==> src/hdl/vsmm_pkg.sv <==
// Shared constants and controller/datapath interface types for the vector statistics block.
package vsmm_pkg;

   // Sizing
   localparam int MAX_ELEMENTS   = 256;
   localparam int MEAN_FRAC_BITS = 16;

   // Fixed field widths
   localparam int ELEM_W   = 32;
   localparam int MEAN_W   = 48;
   localparam int NARROW_W = 9;

   // Derived widths
   localparam int IDX_W   = (MAX_ELEMENTS > 1) ? $clog2(MAX_ELEMENTS) : 1;
   localparam int CNT_W   = $clog2(MAX_ELEMENTS + 1);
   localparam int DIVD_W  = ELEM_W + MEAN_FRAC_BITS;
   localparam int DSTEP_W = $clog2(DIVD_W);
   localparam int QX_W    = (DIVD_W > MEAN_W) ? DIVD_W : MEAN_W;
   localparam int CX_W    = (CNT_W > NARROW_W) ? CNT_W : NARROW_W;

   // Stream widths
   localparam int REQ_DATA_W = 32;
   localparam int RSP_DATA_W = 136;

   // Commands from controller to datapath
   typedef struct packed {
      logic ingest;     // store and accumulate the current element
      logic scan_init;  // clear outer index and best-so-far
      logic cand_rd;    // read candidate at outer index
      logic cand_ld;    // capture candidate, restart inner scan
      logic inner_rd;   // read element at inner index
      logic update;     // compare candidate count with best
      logic div_init;   // load divider
      logic div_step;   // one restoring-division step
      logic out_load;   // load result register and clear the vector
   } vsmm_cmd_type;

   // Status from datapath to controller
   typedef struct packed {
      logic j_last;
      logic i_last;
      logic div_done;
      logic out_free;
   } vsmm_sts_type;

endpackage

==> src/hdl/vsmm_ctrl.sv <==
// Sequencer for element ingest, mode search, mean division and result hand-off.
module vsmm_ctrl (
   input  logic                  clock,
   input  logic                  reset,
   input  logic                  req_tvalid,
   input  logic                  req_tlast,
   output logic                  req_tready,
   input  vsmm_pkg::vsmm_sts_type sts,
   output vsmm_pkg::vsmm_cmd_type cmd
);
   import vsmm_pkg::*;

   localparam logic [2:0] S_IDLE    = 3'd0;
   localparam logic [2:0] S_CAND_RD = 3'd1;
   localparam logic [2:0] S_CAND_LD = 3'd2;
   localparam logic [2:0] S_INNER   = 3'd3;
   localparam logic [2:0] S_DRAIN   = 3'd4;
   localparam logic [2:0] S_UPDATE  = 3'd5;
   localparam logic [2:0] S_DIV     = 3'd6;
   localparam logic [2:0] S_OUT     = 3'd7;

   logic [2:0] state_ff, state_in;
   logic       accept;

   // No transaction is taken while reset is high
   assign req_tready = (state_ff == S_IDLE) && !reset;
   assign accept     = req_tvalid && req_tready;

   // Next state and command decode
   always_comb begin
      state_in = state_ff;
      cmd      = '0;
      unique case (state_ff)
         S_IDLE: begin
            if (accept) begin
               cmd.ingest = 1'b1;
               if (req_tlast) begin
                  cmd.scan_init = 1'b1;
                  state_in      = S_CAND_RD;
               end
            end
         end
         S_CAND_RD: begin
            cmd.cand_rd = 1'b1;
            state_in    = S_CAND_LD;
         end
         S_CAND_LD: begin
            cmd.cand_ld = 1'b1;
            state_in    = S_INNER;
         end
         S_INNER: begin
            cmd.inner_rd = 1'b1;
            if (sts.j_last) begin
               state_in = S_DRAIN;
            end
         end
         S_DRAIN: begin
            state_in = S_UPDATE;
         end
         S_UPDATE: begin
            cmd.update = 1'b1;
            if (sts.i_last) begin
               cmd.div_init = 1'b1;
               state_in     = S_DIV;
            end else begin
               state_in = S_CAND_RD;
            end
         end
         S_DIV: begin
            cmd.div_step = 1'b1;
            if (sts.div_done) begin
               state_in = S_OUT;
            end
         end
         S_OUT: begin
            if (sts.out_free) begin
               cmd.out_load = 1'b1;
               state_in     = S_IDLE;
            end
         end
         default: begin
            state_in = S_IDLE;
         end
      endcase
   end

   // State register
   always_ff @(posedge clock) begin
      if (reset) begin
         state_ff <= S_IDLE;
      end else begin
         state_ff <= state_in;
      end
   end

endmodule

==> config.mk <==
export PLATFORM = sky130hd
export DESIGN_NAME = vsmm_ctrl
export DESIGN_NICKNAME = d
export VERILOG_FILES = /design/src/hdl/vsmm_pkg.sv /design/src/hdl/vsmm_ctrl.sv
export SDC_FILE = /design/constraint.sdc
export NUM_CORES = 1
export LEC_CHECK = 0
export ABC_AREA = 1
export BUFFER_PORTS_ARGS = -buffer_cell sky130_fd_sc_hd__buf_4
export CORE_AREA = 10 10 47 49
export DETAILED_ROUTE_END_ITERATION = 12
export DIE_AREA = 0 0 57 59
export SYNTH_ARGS = -nofsm -noshare
export SYNTH_HDL_FRONTEND = slang
export SYNTH_SLANG_ARGS = --single-unit
export TNS_END_PERCENT = 1
==> constraint.sdc <==
create_clock -name clock -period 2.56 [get_ports clock]
set_input_delay 0.384 -clock clock [delete_from_list [all_inputs] [get_ports clock]]
set_output_delay 0.384 -clock clock [all_outputs]
set_load 0.005 [all_outputs]
==> results.md, run 1 <==
* Outcome: finished, final reports clean
* ANT nets after route at 0
* Clock Path Buffers at 2
* Switching Fraction at 0.334
* Largest net degree at the start of global routing at 10
* Final period util at 0.684
* Post-Synth Adder-Cell Area at 0
* Ant. Diodes at 0
* Post-synthesis compound-gate area fraction at 0.0924
* Starting Density at 0.222
* Max FFs per register at 3
* Part of the power in the clock network at 0.385
* Initial antenna violation count at 0
* Grt total ovfl at 0
* Final setup vio count at 0
* Clock transition at path regs at 0.04 ns
* Remaining DRCs at 0
* Sw power at 73.2 uW
* Via count at 375
* Synth Area in Simple Gates at 0.462
* Pwr/cell area at 473 nW/um^2
* Mapped Area at 312 um^2
* Post-cts sizing count at 0
* GRT met1 Usage at 0.0556
* Placer Congestion at 0.824
* Final Skew at 0.00330 ns
* Tightest Pin Transition at 0.376 ns
* Multiplexer area fraction after synthesis at 0
* Setup WS post-layout at 0.810 ns
* Clock sink total at 3
* CP bufs+invs at 2
* Io pins at 18
* GRT met3 Usage at 0.0386
* Main combinational cell family by area after synthesis: simple AND/OR/NAND/NOR gates
* Relative slew slack at 0.747
* Combinational power share at 0.334
* Post-detail-place hpwl at 730 um
* WP data arrival at 1.37 ns
* Die Y at 59 um
* #FFs+latches synth at 3
* Syn avg cell area at 5.99 um^2
* Nets at 80
* Regs by FF count: state_ff x3
* Worst path cell trace: nor3_1 > inv_1 > nor4_1 > buf_4
* Rows at 14
* Fmax achieved at 571 MHz
* Die area at 3360 um^2
* DR iter-0 viols at 3
* Warnings from Yosys at 0
* Post-DP Area at 437 um^2
* Routed len/inst at 9.99 um
* Worst Path Required at 2.18 ns
* Fill count at 161
* Via density at 4.31
* CTS Root Cell: clkbuf_4
* Core ar. at 1400 um^2
* Xor/xnor share of the synthesized area at 0
* Flop pwr share at 0.281
* Mapped Cells at 52
* Static leakage at 0.000268 uW
* Ys async rst share at 0
* Worst slack, placed at 1.06 ns
* Syn Nets at 60
* Most common flop cell mapped by yosys: dfxtp_1
* Final instance area at 463 um^2
* Die X at 57 um
* Unrepaired setup endpoints after global routing: no
* Peak VDD IR at 261 uV
* Total Wirelength at 869 um
* Power Internal at 146 uW
* Startpoint Class: flip-flop
* Sequential share of the synthesized area at 0.193
* CP Class: reg2out
* CP max FO at 9
* Layout cells sized above 1 at 0.366
* Top reg by flops: state_ff
* Gr usage total at 0.0539
* Worst skew pair latency at 0.23 ns
* Worst hold path type: in2reg
* First drt pass iteration count at 2
* H-tree Lvls at 1
* Number of buffers added for setup after CTS at 0
* Post-CTS Hold Fix Bufs at 0
* Number of buffers created by CTS at 3
* Final min period at 1.75 ns
* Worst path top cell family by delay: simple AND/OR/NAND/NOR gates
* TNS Setup at 0 ns
* M2 GR Usage at 0.0837
* First-pass GRT wire length at 1440 um
* Most Used Layer, Global Route: met2
* Area Overhead vs Synth at 48.6%
* Max-Cap Viols at 0
* Element type at the critical path end: output port
* Final Hold Fails at 0
* Vias in the first global route at 334
* CTS tree: done
* Fin. max-slew vios at 0
* Slowest CP cell: dfxtp_1
* CP peak stage delay at 0.40 ns
* Netlist cell types at 17
* I/O Buffers at 17
* EDFF count, synth at 0
final cells by class:
| class | count | area [um^2] | share of cell area |
|---|---|---|---|
| Clock buffer | 4 | 26.3 | 0.0568 |
| Inverter | 15 | 56.3 | 0.122 |
| Multi-Input combinational cell | 32 | 173 | 0.373 |
| Sequential cell | 3 | 60.1 | 0.130 |
| Tap cell | 16 | 20.0 | 0.0432 |
| Timing Repair Buffer | 17 | 128 | 0.276 |
logic make-up (layout without fill, tap and decap cells):
kind of cell           after synthesis  count (layout)
flip-flops                           3               3
buffers and inverters               17              36
AO/OA/AOI/OAI                        5               5
AND/OR/NAND/NOR                     27              27
through the flow:
stage	hold WS, ns	std cells	util	total power (uW)
floorplan	0.456	52	-	109
global placement	0.595	83	0.312	136
detailed placement	0.607	83	0.312	137
CTS	0.355	87	0.330	225
global route	0.363	87	0.330	243
finish	0.362	87	0.330	219
synth_stat cells (2+ instances only):
cell     count  area [um^2]
buf_6        2         22.5
inv_1       14         52.6
nand3_1      3         15.0
nand3_2      2         20.0
a21oi_1      2         10.0
nor2_1       7         26.3
nand2_1      5         18.8
nand2_2      2         12.5
nand4_1      3         18.8
dfxtp_1      3         60.1
nor3_1       3         15.0
power by group through the flow:
stage	sequential, uW	combinational, uW	clock (uW)
floorplan	55.3	54.2	0
global placement	61.8	74.0	0
detailed placement	62.1	74.6	0
CTS	61.3	74.8	88.9
global route	63.1	84.6	95.0
finish	61.4	73.1	84.3
routing by layer:
metal	vias up	wire length, um
li1	200	-
met1	162	368
met2	11	417
met3	2	60
met4	0	23
met5	-	0
path summary, 6_finish.rpt:
kind | cells after the start | slack (ns) | to | startpoint
worst max register to register | 7 | 1.38 | state_ff[0]$_SDFFE_PP0P_ | state_ff[0]$_SDFFE_PP0P_
worst min-delay path | 2 | 0.36 | state_ff[2]$_SDFFE_PP0P_ | reset
worst min register to register | 2 | 0.62 | state_ff[0]$_SDFFE_PP0P_ | state_ff[0]$_SDFFE_PP0P_
worst max-delay path | 4 | 0.81 | cmd[7] | state_ff[2]$_SDFFE_PP0P_
cells in the final DEF, fill, tap and decap left out, drive strengths merged:
master and n:
buf 17, inv 15, nor2 8, nand2 7, nand3 5, clkbuf 4, nand4 3, nor3 3
dfxtp 3, a21oi 2, nor4 1, a31oi 1, o31ai 1, o21ai 1
(Power assumes the default switching activity.)
==> inputs of run 2 (changes only) <==
- ABC_AREA: 1 -> 0
- clock period: 2.56 -> 1.5 ns (I/O delays scaled with it)
==> results.md, run 2 <==
* Mapped Cells at 36
* EDFF count, synth at 0
* Tightest Pin Transition at 0.396 ns
* Most frequent cells in the layout: buf_4, nor2_1, nand2_1
* First-pass GRT wire length at 1390 um
* Pwr/cell area at 848 nW/um^2
* Nets at 64
* FF-to-FF Start: state_ff[2]$_SDFFE_PP0P_
* Top cells by count, synth: nor2_1, nand2_1, dfxtp_1
* Static leakage at 0.000194 uW
* Total Wirelength at 824 um
* Area Overhead vs Synth at 56.3%
* Count leader, synth: nor2_1
* Sequential share of the synthesized area at 0.216
* Via density at 4.38
* Die X at 57 um
* I/O Buffers at 17
* Core ar. at 1400 um^2
* ANT nets after route at 0
* Final min period at 1.41 ns
* Setup WS post-layout at 0.0927 ns
* Initial antenna violation count at 0
* Clock sink total at 3
* Post-detail-place hpwl at 668 um
* Rows at 14
* Fill count at 164
* Die Y at 59 um
* Top reg by flops: state_ff
* CTS Root Cell: clkbuf_4
* Grt total ovfl at 0
* Total power at 368 uW
* Hold EP: state_ff[1]$_SDFFE_PP0P_
* Hold Crit Depth at 2
* Clock Path Buffers at 2
* CP Class: reg2out
* RR Endpoint: state_ff[1]$_SDFFE_PP0P_
* Die area at 3360 um^2
* Starting Density at 0.198
* Element type at the critical path end: output port
* Worst hold path type: in2reg
* Layout cells sized above 1 at 0.509
* Vias in the first global route at 316
* Worst skew pair latency at 0.23 ns
* Clock transition at path regs at 0.04 ns
* First drt pass iteration count at 4
* Number of buffers created by CTS at 3
* Startpoint Class: flip-flop
* Netlist cell types at 22
* Routed len/inst at 11.6 um
* CTS tree: done
* Worst Path Required at 1.27 ns
* #FFs+latches synth at 3
* Outcome: finished, final reports clean
* Max FFs per register at 3
* Most common flop cell mapped by yosys: dfxtp_1
* Final Hold Fails at 0
* Fmax achieved at 711 MHz
* H-tree Lvls at 1
* Number of buffers added for setup after CTS at 0
* Slowest CP cell: dfxtp_2
* Cells after DPL at 67
* CP peak stage delay at 0.37 ns
* Regs by FF count: state_ff x3
* Cell taking the most area after synthesis: dfxtp_1
* Io pins at 18
* Final setup vio count at 0
* Post-layout util at 0.310
* Worst slack, placed at 0.228 ns
* Placer Congestion at 0.777
* CP max FO at 12
* Top-area cell type share of the netlist area at 0.216
* Ys async rst share at 0
* Final Skew at 0.000847 ns
* Largest net degree at the start of global routing at 13
* Max-Cap Viols at 0
* Peak VDD IR at 215 uV
* Via count at 311
* R2R Setup Slk at 0.40 ns
* Fin. max-slew vios at 0
* FF-to-FF path depth at 2
* Gr usage total at 0.0536
* Ant. Diodes at 0
* Post-CTS Hold Fix Bufs at 0
* Relative slew slack at 0.729
* Syn avg cell area at 7.72 um^2
* Warnings from Yosys at 0
* Hold_sp: reset
* DR iter-0 viols at 1
* Non-filler instance count after layout at 71
* Final period util at 0.938
* Unrepaired setup endpoints after global routing: yes
* Mapped Area at 278 um^2
* Largest cells by area after synthesis: dfxtp_1, buf_6, nor2_1
* Syn Nets at 44
* WP data arrival at 1.18 ns
* Remaining DRCs at 0
* Worst path cell trace: nor4_2 > and3_1 > buf_4
* Commonest non-fill, non-tap cell in the layout: buf_4
## run 2: cell count changes after synthesis, moves of 2 or more
cell / previous run / this run
inv_1: 14 / 1
nand2_2: 2 / 0
nand2b_1: 0 / 2
nand3_1: 3 / 0
nand3_2: 2 / 0
nand4_1: 3 / 0
## run 2: logic make-up after synthesis
group	count (synthesis)	share of synthesized area
flip-flops	3	0.216
AO/OA/AOI/OAI	7	0.221
AND/OR/NAND/NOR	20	0.383
multiplexers	1	0.0540
buffers and inverters	5	0.126
## run 2: worst max path at each step
stage / startpoint / end / slack (ns) / cells after the start
2_1_floorplan: state_ff[0]$_SDFFE_PP0P_ / cmd[7] / 0.31 / 3
3_3_place_gp: state_ff[2]$_SDFFE_PP0P_ / cmd[7] / 0.23 / 3
3_5_place_dp: state_ff[2]$_SDFFE_PP0P_ / cmd[7] / 0.23 / 3
4_1_cts: state_ff[1]$_SDFFE_PP0P_ / cmd[7] / 0.07 / 3
5_1_grt: state_ff[1]$_SDFFE_PP0P_ / cmd[7] / -0.03 / 3
6_report: state_ff[1]$_SDFFE_PP0P_ / cmd[7] / 0.09 / 3
## run 2: layout make-up
| type | instances | area (um^2) | share of cell area |
|---|---|---|---|
| multi-input cells | 28 | 183 | 0.421 |
| flip-flops and latches | 3 | 62.6 | 0.144 |
| repair buffers | 18 | 135 | 0.311 |
| inverters | 2 | 7.51 | 0.0173 |
| well taps | 16 | 20.0 | 0.0461 |
| clock buffers | 4 | 26.3 | 0.0605 |
## run 2: worst max-delay path, delay by kind of cell, from the launching register on
| family | cells | cell delay [ns] |
|---|---|---|
| simple gates | 2 | 0.47 |
| flops | 1 | 0.37 |
| buf+inv | 1 | 0.10 |
## run 2: power by group
part / internal, uW / switching, uW / leakage, uW
clock network: 99.7 / 42.1 / 0.0000150
logic: 67.2 / 51.0 / 0.000153
registers: 90.5 / 17.6 / 0.0000255
total: 257 / 111 / 0.000194
## run 2: metal layers
layer | vias to the layer above | track usage | wire [um]
met2 | 17 | 0.0744 | 317
met3 | 4 | 0.0343 | 106
met1 | 125 | 0.0499 | 362
met5 | - | 0 | 0
li1 | 165 | - | -
met4 | 0 | 0.0604 | 38
## run 2: per-stage QoR
step	hold slack, ns	area, um^2	TNS [ns]
2_1_floorplan	0.293	278	0
3_3_place_gp	0.433	405	0
3_5_place_dp	0.432	405	0
4_1_cts	0.174	433	0
5_1_grt	0.177	434	-0.0272
6_report	0.181	434	0
## run 2: what timing repair did
item / 4_1_cts / 5_1_grt
pin swaps: 1 / 0
gates resized for setup: 1 / 1
setup endpoints to repair: 1 / 3
==> inputs of run 3 (changes only) <==
- clock period: 1.5 -> 1.4 ns (I/O delays scaled with it)
==> results.md, run 3 (same netlist as run 2, synthesis figures left out) <==
* Die X at 57 um
* Gr usage total at 0.0536
* Final Skew at 0.00469 ns
* Placer Congestion at 0.692
* Total power at 410 uW
* Peak VDD IR at 208 uV
* Clock sink total at 3
* Switching Fraction at 0.306
* Clock transition at path regs at 0.04 ns
* ANT nets after route at 0
* Commonest non-fill, non-tap cell in the layout: buf_4
* Worst setup startpoint: state_ff[1]$_SDFFE_PP0P_
* Worst path cell trace: nor4_4 > and3_1 > buf_4
* Flop pwr share at 0.288
* Pwr/cell area at 906 nW/um^2
* Die area at 3360 um^2
* Worst Path Required at 1.19 ns
* Static leakage at 0.000202 uW
* Worst hold path type: in2reg
* Sw power at 126 uW
* Starting Density at 0.198
* CP peak stage delay at 0.37 ns
* First-pass GRT wire length at 1480 um
* Routed len/inst at 11.9 um
* Slowest CP cell: dfxtp_4
* Nets at 65
* Worst skew pair latency at 0.23 ns
* Remaining DRCs at 0
* Final period util at 0.956
* Io pins at 18
* Hold Crit Depth at 2
* Outcome: finished, final reports clean
* Top reg by flops: state_ff
* I/O Buffers at 17
* Grt total ovfl at 0
* Tightest Pin Transition at 0.414 ns
* Combinational power share at 0.340
* Fill count at 177
* CTS tree: done
* H-tree Lvls at 1
* Layout cells sized above 1 at 0.518
* First drt pass iteration count at 2
* FF-to-FF path depth at 3
* Total Wirelength at 858 um
* Hold slack at 0.174 ns
* Final setup vio count at 0
* Ant. Diodes at 0
* Post-detail-place hpwl at 688 um
* Relative slew slack at 0.717
* CP max FO at 10
* Core ar. at 1400 um^2
* Max FFs per register at 3
* Fin. max-slew vios at 0
* Largest net degree at the start of global routing at 12
* RR Endpoint: state_ff[0]$_SDFFE_PP0P_
* Worst setup path end: cmd[7]
* Rows at 14
* Startpoint Class: flip-flop
* Via count at 321
* Power Internal at 285 uW
* FF-to-FF Start: state_ff[0]$_SDFFE_PP0P_
* Number of buffers created by CTS at 3
* WP data arrival at 1.13 ns
* Via density at 4.46
* Max-Cap Viols at 0
* Area Overhead vs Synth at 63.1%
* Vias in the first global route at 330
* Fmax achieved at 747 MHz
* Regs by FF count: state_ff x3
* Die Y at 59 um
* Hold_sp: reset
* R2R Setup Slk at 0.23 ns
* CTS Root Cell: clkbuf_4
* DR iter-0 viols at 4
* Unrepaired setup endpoints after global routing: yes
* Clock Path Buffers at 2
* Final min period at 1.34 ns
* Final Hold Fails at 0
* Element type at the critical path end: output port
* Initial antenna violation count at 0
* CP Class: reg2out
* Part of the power in the clock network at 0.372
* Most frequent cells in the layout: buf_4, nor2_1, nand2_1
* Post-CTS Hold Fix Bufs at 0
-- run 3: cell types whose count changed in the layout (fill, tap and decap cells not counted) --
cell,delta
buf_4,+1
nor4_4,+1
dfxtp_4,+1
dfxtp_2,-1
nor4_2,-1
-- run 3: through the flow --
step           cell area, um^2  std cells  setup slack (ns)  setup TNS (ns)  utilization
3_5_place_dp               413         68             0.147               0        0.295
3_3_place_gp               413         68             0.154               0        0.295
5_1_grt                    453         72           -0.0638          -0.135        0.323
6_report                   453         72            0.0611               0        0.323
2_1_floorplan              278         36             0.220               0            -
4_1_cts                    440         72          -0.00273        -0.00273        0.314
-- run 3: worst min-delay path by stage --
stage,endpoint
floorplan,state_ff[1]$_SDFFE_PP0P_
global placement,state_ff[2]$_SDFFE_PP0P_
detailed placement,state_ff[1]$_SDFFE_PP0P_
CTS,state_ff[1]$_SDFFE_PP0P_
global route,state_ff[1]$_SDFFE_PP0P_
finish,state_ff[1]$_SDFFE_PP0P_
-- run 3: power groups by stage --
stage | clock network, uW | logic, uW | registers (uW)
after detailed placement | 0 | 137 | 115
after floorplan | 0 | 89.6 | 101
final | 153 | 140 | 118
after global routing | 168 | 157 | 120
after global placement | 0 | 137 | 114
after CTS | 159 | 138 | 114
-- run 3: what timing repair did --
| action | 4_1_cts | 5_1_grt |
|---|---|---|
| endpoints found under the hold margin | 0 | 0 |
| setup buffers | 0 | 0 |
| endpoints found under the setup margin | 4 | 9 |
| resized for setup | 1 | 3 |
| pin swaps | 1 | 1 |
-- run 3: area by class of cell --
cell class	count	area (um^2)	area share
inverters	2	7.51	0.0166
clock buffers	4	26.3	0.0580
well taps	16	20.0	0.0442
flip-flops and latches	3	65.1	0.144
repair buffers	19	143	0.315
multi-input cells	28	191	0.423
-- run 3: layer usage --
| metal | track usage | up-vias | wire length, um |
|---|---|---|---|
| met5 | 0 | - | 0 |
| met4 | 0.0403 | 0 | 0 |
| met3 | 0.0279 | 0 | 117 |
| met2 | 0.0791 | 13 | 386 |
| met1 | 0.0571 | 141 | 354 |
| li1 | - | 167 | - |
-- run 3: critical path: cells and delay by family, from the launching register on --
| family | cells | cell delay [ns] |
|---|---|---|
| simple gates | 2 | 0.41 |
| flops | 1 | 0.37 |
| buf+inv | 1 | 0.10 |
